$ cat src/rtl/b64se_pkg.sv
`default_nettype none

package b64se_pkg;

   localparam int QUEUE_DEPTH = 2;
   localparam int QUEUE_PTR_W = $clog2(QUEUE_DEPTH);
   localparam int QUEUE_CNT_W = $clog2(QUEUE_DEPTH + 1);

   localparam logic [7:0] PAD_CHAR    = 8'h3D;
   localparam logic [5:0] SIXBIT_MASK = 6'h3F;

   typedef enum logic [1:0] {
      PHASE_FIRST  = 2'd0,
      PHASE_SECOND = 2'd1,
      PHASE_THIRD  = 2'd2
   } phase_type;

   // The characters that one byte produces, with the index of the final one.
   typedef struct packed {
      logic [3:0][7:0] chars;
      logic [1:0]      last_index;
      logic            end_of_message;
   } bundle_type;

   typedef struct packed {
      logic       push;
      bundle_type bundle;
   } queue_wr_type;

   typedef struct packed {
      logic full;
      logic empty;
   } queue_status_type;

   function automatic logic [7:0] encode_sextet(input logic [5:0] value);
      logic [7:0] v;
      v = {2'b00, value & SIXBIT_MASK};
      if (v < 8'd26) begin
         encode_sextet = 8'h41 + v;
      end else if (v < 8'd52) begin
         encode_sextet = 8'h61 + (v - 8'd26);
      end else if (v < 8'd62) begin
         encode_sextet = 8'h30 + (v - 8'd52);
      end else if (v == 8'd62) begin
         encode_sextet = 8'h2B;
      end else begin
         encode_sextet = 8'h2F;
      end
   endfunction

endpackage

`default_nettype wire

$ cat src/rtl/b64se_channels.sv
`default_nettype none

interface b64se_req_if;
   logic       valid;
   logic       ready;
   logic [7:0] data_byte;
   logic       end_of_message;

   modport source (output valid, output data_byte, output end_of_message, input ready);
   modport sink (input valid, input data_byte, input end_of_message, output ready);
endinterface

interface b64se_rsp_if;
   logic       valid;
   logic       ready;
   logic [7:0] out_char;
   logic       out_last;

   modport source (output valid, output out_char, output out_last, input ready);
   modport sink (input valid, input out_char, input out_last, output ready);
endinterface

`default_nettype wire

$ cat src/rtl/b64se_front.sv
`default_nettype none

module b64se_front (
   input  wire                          clock,
   input  wire                          reset,
   b64se_req_if.sink                    req,
   input  wire b64se_pkg::queue_status_type status,
   output b64se_pkg::queue_wr_type      wr
);
   import b64se_pkg::*;

   phase_type   phase_ff;
   phase_type   phase_in;
   logic [3:0]  leftover_ff;
   logic [3:0]  leftover_in;
   logic        accept;
   logic [7:0]  b;
   bundle_type  bundle;

   assign req.ready = !status.full;
   assign accept    = req.valid && req.ready;
   assign b         = req.data_byte;

   always_comb begin
      bundle                = '0;
      bundle.end_of_message = req.end_of_message;
      phase_in              = PHASE_FIRST;
      leftover_in           = 4'd0;
      case (phase_ff)
         PHASE_SECOND: begin
            bundle.chars[0] = encode_sextet({leftover_ff[1:0], b[7:4]});
            if (req.end_of_message) begin
               bundle.chars[1]   = encode_sextet({b[3:0], 2'b00});
               bundle.chars[2]   = PAD_CHAR;
               bundle.last_index = 2'd2;
            end else begin
               bundle.last_index = 2'd0;
               leftover_in       = b[3:0];
               phase_in          = PHASE_THIRD;
            end
         end
         PHASE_THIRD: begin
            bundle.chars[0]   = encode_sextet({leftover_ff, b[7:6]});
            bundle.chars[1]   = encode_sextet(b[5:0]);
            bundle.last_index = 2'd1;
         end
         default: begin
            bundle.chars[0] = encode_sextet(b[7:2]);
            if (req.end_of_message) begin
               bundle.chars[1]   = encode_sextet({b[1:0], 4'b0000});
               bundle.chars[2]   = PAD_CHAR;
               bundle.chars[3]   = PAD_CHAR;
               bundle.last_index = 2'd3;
            end else begin
               bundle.last_index = 2'd0;
               leftover_in       = {2'b00, b[1:0]};
               phase_in          = PHASE_SECOND;
            end
         end
      endcase
   end

   assign wr.push   = accept;
   assign wr.bundle = bundle;

   always_ff @(posedge clock) begin
      if (reset) begin
         phase_ff    <= PHASE_FIRST;
         leftover_ff <= 4'd0;
      end else if (accept) begin
         phase_ff    <= phase_in;
         leftover_ff <= leftover_in;
      end
   end

endmodule

`default_nettype wire

$ cat src/rtl/b64se_queue.sv
`default_nettype none

module b64se_queue (
   input  wire                          clock,
   input  wire                          reset,
   input  wire b64se_pkg::queue_wr_type wr,
   input  wire                          pop,
   output b64se_pkg::bundle_type        head,
   output b64se_pkg::queue_status_type  status
);
   import b64se_pkg::*;

   bundle_type               mem_ff [QUEUE_DEPTH];
   logic [QUEUE_PTR_W-1:0]   wr_ptr_ff;
   logic [QUEUE_PTR_W-1:0]   rd_ptr_ff;
   logic [QUEUE_CNT_W-1:0]   count_ff;
   logic                     do_push;
   logic                     do_pop;

   assign status.full  = (count_ff == QUEUE_CNT_W'(QUEUE_DEPTH));
   assign status.empty = (count_ff == '0);
   assign do_push      = wr.push && !status.full;
   assign do_pop       = pop && !status.empty;
   assign head         = mem_ff[rd_ptr_ff];

   function automatic logic [QUEUE_PTR_W-1:0] next_ptr(input logic [QUEUE_PTR_W-1:0] p);
      if (p == QUEUE_PTR_W'(QUEUE_DEPTH - 1)) begin
         next_ptr = '0;
      end else begin
         next_ptr = p + 1'b1;
      end
   endfunction

   always_ff @(posedge clock) begin
      if (do_push) begin
         mem_ff[wr_ptr_ff] <= wr.bundle;
      end
   end

   always_ff @(posedge clock) begin
      if (reset) begin
         wr_ptr_ff <= '0;
         rd_ptr_ff <= '0;
         count_ff  <= '0;
      end else begin
         if (do_push) begin
            wr_ptr_ff <= next_ptr(wr_ptr_ff);
         end
         if (do_pop) begin
            rd_ptr_ff <= next_ptr(rd_ptr_ff);
         end
         if (do_push && !do_pop) begin
            count_ff <= count_ff + 1'b1;
         end else if (do_pop && !do_push) begin
            count_ff <= count_ff - 1'b1;
         end
      end
   end

endmodule

`default_nettype wire

$ cat src/rtl/b64se_back.sv
`default_nettype none

module b64se_back (
   input  wire                          clock,
   input  wire                          reset,
   input  wire b64se_pkg::bundle_type   head,
   input  wire b64se_pkg::queue_status_type status,
   output logic                         pop,
   b64se_rsp_if.source                  rsp
);
   import b64se_pkg::*;

   logic [1:0] index_ff;
   logic       valid_ff;
   logic [7:0] char_ff;
   logic       last_ff;
   logic       load;
   logic       final_char;

   assign load       = (!valid_ff || rsp.ready) && !status.empty;
   assign final_char = (index_ff == head.last_index);
   assign pop        = load && final_char;

   assign rsp.valid    = valid_ff;
   assign rsp.out_char = char_ff;
   assign rsp.out_last = last_ff;

   always_ff @(posedge clock) begin
      if (reset) begin
         valid_ff <= 1'b0;
         index_ff <= 2'd0;
      end else begin
         if (load) begin
            valid_ff <= 1'b1;
            index_ff <= final_char ? 2'd0 : index_ff + 2'd1;
         end else if (rsp.ready) begin
            valid_ff <= 1'b0;
         end
      end
   end

   always_ff @(posedge clock) begin
      if (load) begin
         char_ff <= head.chars[index_ff];
         last_ff <= final_char && head.end_of_message;
      end
   end

endmodule

`default_nettype wire

$ cat src/rtl/base64_stream_encoder.sv
// Streaming Base64 encoder with the standard alphabet and '=' padding.
// The request channel carries one message byte per word, with end_of_message
// set on the last byte of a message. The response channel carries one ASCII
// character per word, with out_last set on the final character of a message.
// A byte produces one or two characters, and the last byte of a message may
// also produce the tail character and the padding, up to four characters.
// A byte accepted at a clock edge is written to a two-entry queue at that
// edge; its characters are then loaded from the queue head into the response
// register one per cycle while the response channel takes them.
// The response channel moves one character per cycle while ready is high, so
// the sustained rate is set by the output serializer, which emits four
// characters for every three bytes in a long message.
// The request side keeps accepting while the queue has room, so a stall on
// the response side holds the current character stable and backs up into
// the queue before it stops the request side.
// Synchronous reset clears the byte phase, empties the queue and drops the
// response valid; no character is shown in the cycle after reset.
`default_nettype none

module base64_stream_encoder (
   input  wire          clock,
   input  wire          reset,
   b64se_req_if.sink    req_chan,
   b64se_rsp_if.source  rsp_chan
);
   import b64se_pkg::*;

   queue_wr_type      wr;
   queue_status_type  status;
   bundle_type        head;
   logic              pop;

   b64se_front u_front (
      .clock  (clock),
      .reset  (reset),
      .req    (req_chan),
      .status (status),
      .wr     (wr)
   );

   b64se_queue u_queue (
      .clock  (clock),
      .reset  (reset),
      .wr     (wr),
      .pop    (pop),
      .head   (head),
      .status (status)
   );

   b64se_back u_back (
      .clock  (clock),
      .reset  (reset),
      .head   (head),
      .status (status),
      .pop    (pop),
      .rsp    (rsp_chan)
   );

endmodule

`default_nettype wire

$ cat src/flat_wrapper.sv
// flat-port wrapper written by rule: the top's interface ports become plain ports
module base64_stream_encoder_flat import b64se_pkg::*;
  (clock, reset, req_chan_valid, req_chan_data_byte, req_chan_end_of_message, req_chan_ready, rsp_chan_valid, rsp_chan_out_char, rsp_chan_out_last, rsp_chan_ready);
  b64se_req_if req_chan_i ();
  b64se_rsp_if rsp_chan_i ();
  input  wire clock;
  input  wire reset;
  input wire logic [$bits(req_chan_i.valid)-1:0] req_chan_valid;
  input wire logic [$bits(req_chan_i.data_byte)-1:0] req_chan_data_byte;
  input wire logic [$bits(req_chan_i.end_of_message)-1:0] req_chan_end_of_message;
  output wire logic [$bits(req_chan_i.ready)-1:0] req_chan_ready;
  output wire logic [$bits(rsp_chan_i.valid)-1:0] rsp_chan_valid;
  output wire logic [$bits(rsp_chan_i.out_char)-1:0] rsp_chan_out_char;
  output wire logic [$bits(rsp_chan_i.out_last)-1:0] rsp_chan_out_last;
  input wire logic [$bits(rsp_chan_i.ready)-1:0] rsp_chan_ready;
  assign req_chan_i.valid = req_chan_valid;
  assign req_chan_i.data_byte = req_chan_data_byte;
  assign req_chan_i.end_of_message = req_chan_end_of_message;
  assign req_chan_ready = req_chan_i.ready;
  assign rsp_chan_valid = rsp_chan_i.valid;
  assign rsp_chan_out_char = rsp_chan_i.out_char;
  assign rsp_chan_out_last = rsp_chan_i.out_last;
  assign rsp_chan_i.ready = rsp_chan_ready;
  base64_stream_encoder u_core (.clock(clock), .reset(reset), .req_chan(req_chan_i), .rsp_chan(rsp_chan_i));
endmodule
$ cat config.mk
export PLATFORM = sky130hd
export DESIGN_NAME = base64_stream_encoder_flat
export DESIGN_NICKNAME = d
export VERILOG_FILES = /design/src/rtl/b64se_pkg.sv /design/src/rtl/b64se_channels.sv /design/src/rtl/b64se_front.sv /design/src/rtl/b64se_queue.sv /design/src/rtl/b64se_back.sv /design/src/rtl/base64_stream_encoder.sv /design/src/flat_wrapper.sv
export SDC_FILE = /design/constraint.sdc
export NUM_CORES = 1
export LEC_CHECK = 0
export BUFFER_PORTS_ARGS = -buffer_cell sky130_fd_sc_hd__buf_2
export CAP_MARGIN = 20
export CORE_ASPECT_RATIO = 0.5
export CORE_MARGIN = 1
export CORE_UTILIZATION = 45
export CTS_CLUSTER_DIAMETER = 100
export DETAILED_ROUTE_END_ITERATION = 10
export PLACE_DENSITY = 0.63
export SYNTH_ARGS = -nofsm -noshare
export SYNTH_HDL_FRONTEND = slang
export SYNTH_SLANG_ARGS = --single-unit
$ cat constraint.sdc
create_clock -name clock -period 7.92 [get_ports clock]
set_clock_uncertainty 0.15 [all_clocks]
set_input_delay 1.98 -clock clock [delete_from_list [all_inputs] [get_ports clock]]
set_output_delay 1.98 -clock clock [all_outputs]
set_load 0.02 [all_outputs]
* After elaboration in Yosys (flattened, before gate mapping)
Memories as Yosys holds them, arrays and structs flattened. A register that Yosys moved wholly into a read port is not among the register bits.
Cells that the tools add are included.
** Cells by class
- Add/subtract/negate cells :: 35
- $lt $le $gt $ge :: 19
- Equal/unequal tests :: 8
- Muxes and demuxes :: 48
- Reductions and logical operators :: 18
** Operators by type and width (number)
- $mux 8 :: 20
- $lt 6x6->1 const B :: 12
- $add 7x6->8 const A :: 6
- $add 7x7->8 const A :: 6
- $add 7x8->8 const A :: 6
- $sub 6x5->7 const B :: 6
- $sub 6x6->7 const B :: 6
- $lt 6x5->1 const B :: 6
- $pmux 18 s2 :: 1
- $eq 6x6->1 const B :: 4
- $mux 22 :: 1
- $bmux 8 s2 :: 1
- $pmux 8 s2 :: 1
- $mux 14 :: 1
- $mux 2 :: 7
- $mux 3 :: 4
- $mux 1 :: 9
- $logic_and 1x1->1 :: 8
- $pmux 4 s2 :: 1
- $logic_not 1->1 :: 5
- $add 2x1->2 const B :: 2
- $eq 2x2->1 const B :: 2
- $mux 4 :: 1
- $pmux 2 s2 :: 1
- other kinds (9) :: 11
** Word-level totals
- Flip-flop bits (word level) :: 22
- Memory bits (writable) :: 70
- Input port bits :: 13
- Output and inout port bits :: 11
- Word-level logic and storage cells :: 138
- Memories :: 1
** Memory list
- u_core.u_queue.mem_ff :: words 2, width 35, read ports 1, clocked after memory_dff 1, write ports 1, line b64se_queue.sv:13 : bundle_type mem_ff [QUEUE_DEPTH];

* Depth between registers and ports, before layout
Gate-level depths: netlist of run 1.
- Depth after elaboration :: 8
- Mapped depth :: 11
- Gate-level depth less buffers :: 10

* Modules after synthesis
From an unflattened synthesis of run 1, not the netlist that was laid out.
** Unflattened totals
- Cells, all modules :: 602
- Area, all modules :: 6338.6 um2
** Modules (own cells, without submodules)
- b64se_front :: instances 1, cells an instance 427, area an instance 2954.1 um2, sequential area each 120.1 um2
- b64se_queue :: instances 1, cells an instance 134, area an instance 2733.9 um2, sequential area each 2202.1 um2
- b64se_back :: instances 1, cells an instance 41, area an instance 650.6 um2, sequential area each 330.3 um2

* Least setup slack after synthesis of run 1
Ideal clock, no wire load.
- Path type :: in2reg
- Start :: in req_chan_data_byte[4]
- End :: mem u_core.u_queue.mem_ff[0][7] in the netlist's numbering, data pin
- Setup time :: 270 ps
- Data arrival time :: 3643 ps
- Required time :: 7500 ps
- Path slack :: 3856 ps
- Cell stages on the path :: 9
- Buffers on the path :: 1
- Path through :: buf_2 -> inv_1 -> ha_1 -> xor2_1 -> nor3b_2 -> xnor2_1 -> nor2_1 -> o21ai_1 -> or3b_1
** RTL lines
- start, declared :: line flat_wrapper.sv:9 : input wire logic [$bits(req_chan_i.data_byte)-1:0] req_chan_data_byte;
- end, declared :: line b64se_queue.sv:13

==> out/summary.txt, run 1 <==
Outcome -> finished clean
Largest net degree at the start of global routing -> 30
IO Pins -> 24
DR WL/cell -> 17.8 µm
GRT busiest layer -> met1
Synthesized net count -> 608
Type of origin of the critical path -> input pin
Met2 Usage GRT -> 31.6%
Drt total wl -> 12500 µm
Synth top cells by count -> edfxtp_1, nor2_1, nand2_1, ha_1, a21oi_1
Slew Limit Fails -> 0
Initial antenna violation count -> 0
Post-synth cell types -> 71
Maximum vdd ir drop -> 0.127 mV
Met3 usage -> 4.92%
DRC viols -> 0
Antenna-violating nets left -> 0
Final Worst Setup Slack -> 3.48 ns
Syn Area/Cell -> 9.39 µm²
CP Capture Type -> flop
Root Buffer -> clkbuf_16
Total number of vias -> 4127
Count leader, synth -> edfxtp_1
Die Area -> 0.0119 mm²
Fmax -> 225 MHz
Worst-margin pin slew -> 0.855 ns
Tmin final -> 4.44 ns
DPL Wire Length -> 9190 µm
Clock Pin Slew Worst Setup and Hold Paths -> 0.06 ns
GRT Total Usage -> 21.5%
Setup Crit Path Kind -> in -> reg
Initial core utilization -> 46.6%
Area growth syn-to-layout -> 9.35%
Critical Path Slowest Stage Cell -> buf_2
Crit-path max FO -> 18
Maxcap violations -> 0
Global route total overflow -> 0
Area leader, netlist -> edfxtp_1
Rel. slew slack -> 43.0%
Fin nets -> 613
Worst Hold Class -> reg -> reg
Largest stage delay on the critical path -> 0.32 ns
First-pass GRT wire length -> 20100 µm
Die Span X -> 153 µm
PostCTS Resize Cnt -> 0
Die Ht -> 77.7 µm
Row count -> 27
Setup bufs post-CTS -> 0
Setup-failing EPs final -> 0
DRT iter0 DRCs -> 315
Number of global-route vias before repair -> 3695
Met1 Usage GRT -> 31.6%
CTS Buf Count -> 9
CORE AREA -> 0.0111 mm²
CP required -> 7.80 ns
Post-synth ARST share -> 0%
Sink Count -> 63
Via/cell ratio -> 5.85
Share of cells above drive strength 1 -> 13.0%
Top_reg_cell synth -> edfxtp_1
Final Wtd Congestion -> 0.904
DP Worst Slack -> 3.19 ns
Pwr/cell area -> 238 mW/mm²
Synth Cell Area -> 0.00516 mm²
CTS H-tree lvls -> 3
Final Hold Viols -> 0
Critical Path, Cell by Cell -> buf_2 -> inv_2 -> ha_1 -> a21o_1 -> nand2_1 -> nand2_1 -> ha_1 -> xnor2_1 -> a211o_1 -> o211ai_1 -> o211ai_1
Antenna diode instance count -> 0
Longest Clk Path Bufs -> 2
Leakage -> 2.18 nW
Clock insertion delay at the later pin of the skew report -> 0.32 ns
DR pass1 iterations -> 5
Synth top area cells -> edfxtp_1, ha_1, dfxtp_1
Warnings, synthesis -> 0
EDFF count, synth -> 49
Share of the synthesized area in the top cell type -> 28.5%
CP arrival -> 4.32 ns
RSZ-0062 raised after global routing -> false
R2r setup slk -> 4.68 ns
Post-synthesis register bit count -> 63
Post-cts hold buffer count -> 0
Seq/Total Area, Yosys -> 33.9%
Setup tns final -> 0 ns
Mapped Cells -> 550
I/O Buffers -> 23
CTS tree -> yes
Period Utilization, post-route -> 56.0%
registers in the layout (all words and copies together), names as in the netlist, named ones only:
register	cells
u_core.u_back.index_ff	2
u_core.u_back.rsp.out_char	8
u_core.u_back.rsp.out_last	1
u_core.u_back.rsp.valid	1
u_core.u_front.leftover_ff	4
u_core.u_front.phase_ff	2
u_core.u_queue.count_ff	2
u_core.u_queue.mem_ff	40
u_core.u_queue.rd_ptr_ff	1
u_core.u_queue.wr_ptr_ff	1
placed cells by master (no fill, tap or decap), types with 6 or more instances in the layout:
cell type / instances
edfxtp_1: 49
nor2_1: 47
nand2_1: 46
ha_1: 45
a21oi_1: 40
o21ai_0: 24
xnor2_1: 23
buf_2: 23
inv_1: 22
xor2_1: 21
nor3_1: 15
nand3_1: 14
dfxtp_1: 14
nand2b_1: 11
clkbuf_16: 11
mux2i_1: 10
nor2b_1: 8
mux4_2: 8
a22oi_1: 7
a221oi_1: 6
a211oi_1: 6
o211ai_1: 6
kinds of logic (layout without fill, tap and decap cells):
family / count (synthesis) / after routing / share of synthesized area, %
xor gates and xnor gates: 48 / 48 / 8.72
adders and majority gates: 45 / 45 / 10.9
DFF: 63 / 63 / 33.9
AOI/OAI and AO/OA: 142 / 142 / 19.0
muxes: 20 / 20 / 5.86
buffers and inverters: 58 / 68 / 5.16
and+or+nand+nor: 174 / 174 / 16.5
layer usage:
layer	part of all wire [%]	vias up
li1	-	2023
met1	52	2000
met2	43	97
met3	4.8	7
met4	0.80	0
met5	0	-
path summary, 6_finish.rpt:
check,startpoint,end,cells past startpoint
worst min-delay path,u_core.u_back.rsp.valid,u_core.u_back.rsp.valid,2
worst max-delay path,req_chan_data_byte[5],u_core.u_queue.mem_ff[0][9],11
worst min register to register,u_core.u_back.rsp.valid,u_core.u_back.rsp.valid,2
worst max register to register,u_core.u_front.leftover_ff[0],u_core.u_queue.mem_ff[0][7],7
power breakdown:
| part | switching (W) | internal (W) |
|---|---|---|
| clock | 0.000143 | 0.000283 |
| sequential | 0.0000515 | 0.000456 |
| combinational | 0.000240 | 0.000170 |
| total | 0.000435 | 0.000908 |
stage by stage:
| step | cell area, µm² | util [%] | instances | hold WS (ns) | total power (W) |
|---|---|---|---|---|---|
| 2_1_floorplan | 5160 | - | 550 | 0.322 | 0.000820 |
| 3_3_place_gp | 5310 | 47.9 | 689 | 0.331 | 0.000918 |
| 3_5_place_dp | 5310 | 47.9 | 689 | 0.338 | 0.000923 |
| 4_1_cts | 5650 | 51.0 | 705 | 0.350 | 0.00135 |
| 5_1_grt | 5650 | 51.0 | 705 | 0.353 | 0.00142 |
| 6_report | 5650 | 51.0 | 705 | 0.345 | 0.00134 |
area by class of cell:
type / instances / area (µm²)
clock inverters: 5 / 61.3
inverters: 27 / 101
multi-input cells: 429 / 3150
well taps: 145 / 181
flip-flops and latches: 63 / 1750
repair buffers: 25 / 130
clock buffers: 11 / 275
fillers: 1047 / 5430
worst max-delay path: cells and delay by family:
kind	cells	cell delay, ns
compound gates	4	0.84
buf+inv	2	0.52
fa+ha+maj	2	0.49
simple gates	2	0.36
xor+xnor	1	0.13
(Power assumes the default switching activity.)
==> run 2: changes to the inputs <==
==> constraint.sdc (replaced) <==
create_clock -name clock -period 4.5 [get_ports clock]
set_clock_uncertainty 0.15 [all_clocks]
set_input_delay 1.125 -clock clock [delete_from_list [all_inputs] [get_ports clock]]
set_output_delay 1.125 -clock clock [all_outputs]
set_load 0.02 [all_outputs]
==> run 2 against run 1 <==
Via count is 0.87% higher; critical endpoint unchanged; largest cell class unchanged; die area did not move; clock power increased by 56%; setup slack worse by 2.7 ns; combinational power increased by 78%; global-route usage rose by 0.48 points.
==> out/summary.txt, run 2 (same netlist as run 1, synthesis figures left out) <==
CP required -> 4.37 ns (was 7.80 ns)
R2R Path End -> u_core.u_queue.mem_ff[1][8] (was u_core.u_queue.mem_ff[0][7])
GRT Total Usage -> 22.0% (was 21.5%)
Largest net degree at the start of global routing -> 30 (unchanged)
Launch point of the worst path -> req_chan_data_byte[5] (unchanged)
Reg2Reg Depth -> 6 (was 7)
Pwr/cell area -> 406 mW/mm² (was 238 mW/mm²)
CTS tree -> yes (unchanged)
CP arrival -> 3.54 ns (was 4.32 ns)
Global route total overflow -> 0 (unchanged)
DRC viols -> 0 (unchanged)
Antenna-violating nets left -> 0 (unchanged)
Die Area -> 0.0119 mm² (unchanged)
Setup tns final -> 0 ns (unchanged)
Critical Path, Cell by Cell -> buf_2 -> inv_2 -> ha_1 -> a21o_1 -> nand2_1 -> nand2_1 -> ha_1 -> xnor2_1 -> a211o_1 -> o211ai_1 -> o211ai_1 (unchanged)
RSZ-0062 raised after global routing -> false (unchanged)
Period Utilization, post-route -> 81.5%
CTS H-tree lvls -> 3 (unchanged)
Number of global-route vias before repair -> 3820 (was 3695)
Worst-margin pin slew -> 0.892 ns (was 0.855 ns)
Root Buffer -> clkbuf_16 (unchanged)
Die Ht -> 77.7 µm (unchanged)
DPL Wire Length -> 9330 µm (was 9190 µm)
Initial antenna violation count -> 0 (unchanged)
Setup bufs post-CTS -> 0 (unchanged)
I/O Buffers -> 23 (unchanged)
Commonest non-fill, non-tap cells in the layout -> edfxtp_1, nor2_1, nand2_1 (unchanged)
CORE AREA -> 0.0111 mm² (unchanged)
First-pass GRT wire length -> 20500 µm (was 20100 µm)
R2r setup slk -> 1.53 ns (was 4.68 ns)
Drt total wl -> 12600 µm (was 12500 µm)
Fmax -> 273 MHz
DR WL/cell -> 17.9 µm (was 17.8 µm)
Total number of vias -> 4163 (was 4127)
Area growth syn-to-layout -> 8.99% (was 9.35%)
Share of cells above drive strength 1 -> 13.3% (was 13.0%)
PostCTS Resize Cnt -> 0 (unchanged)
Clock Pin Slew Worst Setup and Hold Paths -> 0.05 ns (was 0.06 ns)
Maximum vdd ir drop -> 0.204 mV (was 0.127 mV)
Slew Limit Fails -> 0 (unchanged)
Sink Count -> 63 (unchanged)
DRT iter0 DRCs -> 377 (was 315)
Antenna diode instance count -> 0 (unchanged)
DP Worst Slack -> 0.579 ns (was 3.19 ns)
DR pass1 iterations -> 6 (was 5)
Type of origin of the critical path -> input pin (unchanged)
Crit path to -> u_core.u_queue.mem_ff[0][9] (unchanged)
CP Capture Type -> flop (unchanged)
CTS Buf Count -> 9 (unchanged)
Fin nets -> 615 (was 613)
IO Pins -> 24 (unchanged)
Worst Hold Class -> reg -> reg (unchanged)
Post-cts hold buffer count -> 0 (unchanged)
Clock insertion delay at the later pin of the skew report -> 0.32 ns (about the same)
Final Hold Viols -> 0 (unchanged)
Row count -> 27 (unchanged)
Max FFs per register -> 40 (unchanged)
Maxcap violations -> 0 (unchanged)
Reg2reg start -> u_core.u_front.leftover_ff[0] (unchanged)
Setup-failing EPs final -> 0 (unchanged)
Tmin final -> 3.67 ns
Longest Clk Path Bufs -> 2 (unchanged)
Most common cell after layout, fill and taps aside -> edfxtp_1 (unchanged)
Largest stage delay on the critical path -> 0.33 ns (was 0.32 ns)
Critical Path Slowest Stage Cell -> buf_2 (unchanged)
Die Span X -> 153 µm (unchanged)
Via/cell ratio -> 5.89 (was 5.85)
Crit-path max FO -> 18 (unchanged)
Initial core utilization -> 46.6% (unchanged)
Fillcell total -> 1027 (was 1047)
Leakage -> 2.18 nW (about the same)
Setup Crit Path Kind -> in -> reg (unchanged)
Reg with most FFs -> u_core.u_queue.mem_ff (unchanged)
Final Wtd Congestion -> 0.908 (was 0.904)
Final Worst Setup Slack -> 0.833 ns (was 3.48 ns)
Outcome -> finished clean (unchanged)
Rel. slew slack -> 40.5% (was 43.0%)
run 2: cell count changes in the layout (fill, tap and decap cells not counted):
cell | previous run | this run
inv_4 | 0 | 1
clkbuf_16 | 11 | 10
buf_4 | 2 | 4
clkinv_2 | 1 | 2
bufinv_16 | 1 | 0
clkbuf_8 | 0 | 2
clkinv_4 | 3 | 1
run 2: how the worst min path moves through the flow:
stage | startpoint | end | slack (ns) | cells past startpoint
after floorplan | u_core.u_queue.rd_ptr_ff | flop | 0.32 | 2
after global routing | u_core.u_back.rsp.valid | u_core.u_back.rsp.valid | 0.37 | 2
final | u_core.u_back.rsp.valid | u_core.u_back.rsp.valid | 0.35 | 2
after CTS | u_core.u_back.rsp.valid | u_core.u_back.rsp.valid | 0.35 | 2
after detailed placement | u_core.u_back.rsp.valid | u_core.u_back.rsp.valid | 0.34 | 2
after global placement | u_core.u_back.rsp.valid | u_core.u_back.rsp.valid | 0.34 | 2
run 2: power by group:
part	internal, W	switching, W	total (W)
clock network	0.000435	0.000231	0.000666
registers	0.000803	0.0000867	0.000890
logic	0.000301	0.000428	0.000729
run 2: layer usage:
| layer | share of wire, % | global-route usage (%) | vias up |
|---|---|---|---|
| met2 | 42 | 32.4 | 134 |
| met5 | 0 | 0 | - |
| met3 | 5.5 | 2.12 | 15 |
| li1 | - | - | 2020 |
| met1 | 51 | 32.9 | 1994 |
| met4 | 1.4 | 8.50 | 0 |
run 2: critical path: cells and delay by family:
family | cells | cell delay [ns]
AOI/OAI and AO/OA | 4 | 0.87
adders and majority gates | 2 | 0.51
buffers and inverters | 2 | 0.53
and+or+nand+nor | 2 | 0.37
xor gates and xnor gates | 1 | 0.13
run 2: cell type report:
type / count / area [µm²] / area share [%]
clock buffers: 12 / 278 / 4.94
clock inverters: 4 / 25.0 / 0.445
inverters: 27 / 101 / 1.80
multi-input cells: 429 / 3150 / 55.9
flip-flops and latches: 63 / 1750 / 31.1
well taps: 145 / 181 / 3.22
repair buffers: 27 / 145 / 2.58
run 2: stage by stage:
step                      power, W  hold WS (ns)  cells  util (%)  cell area [µm²]
after global placement     0.00162         0.335    691      48.1             5330
after CTS                  0.00230         0.347    707      50.8             5630
after detailed placement   0.00163         0.337    691      48.1             5330
after global routing       0.00242         0.367    707      50.8             5630
after floorplan            0.00144         0.322    550         -             5160
final                      0.00228         0.346    707      50.8             5630
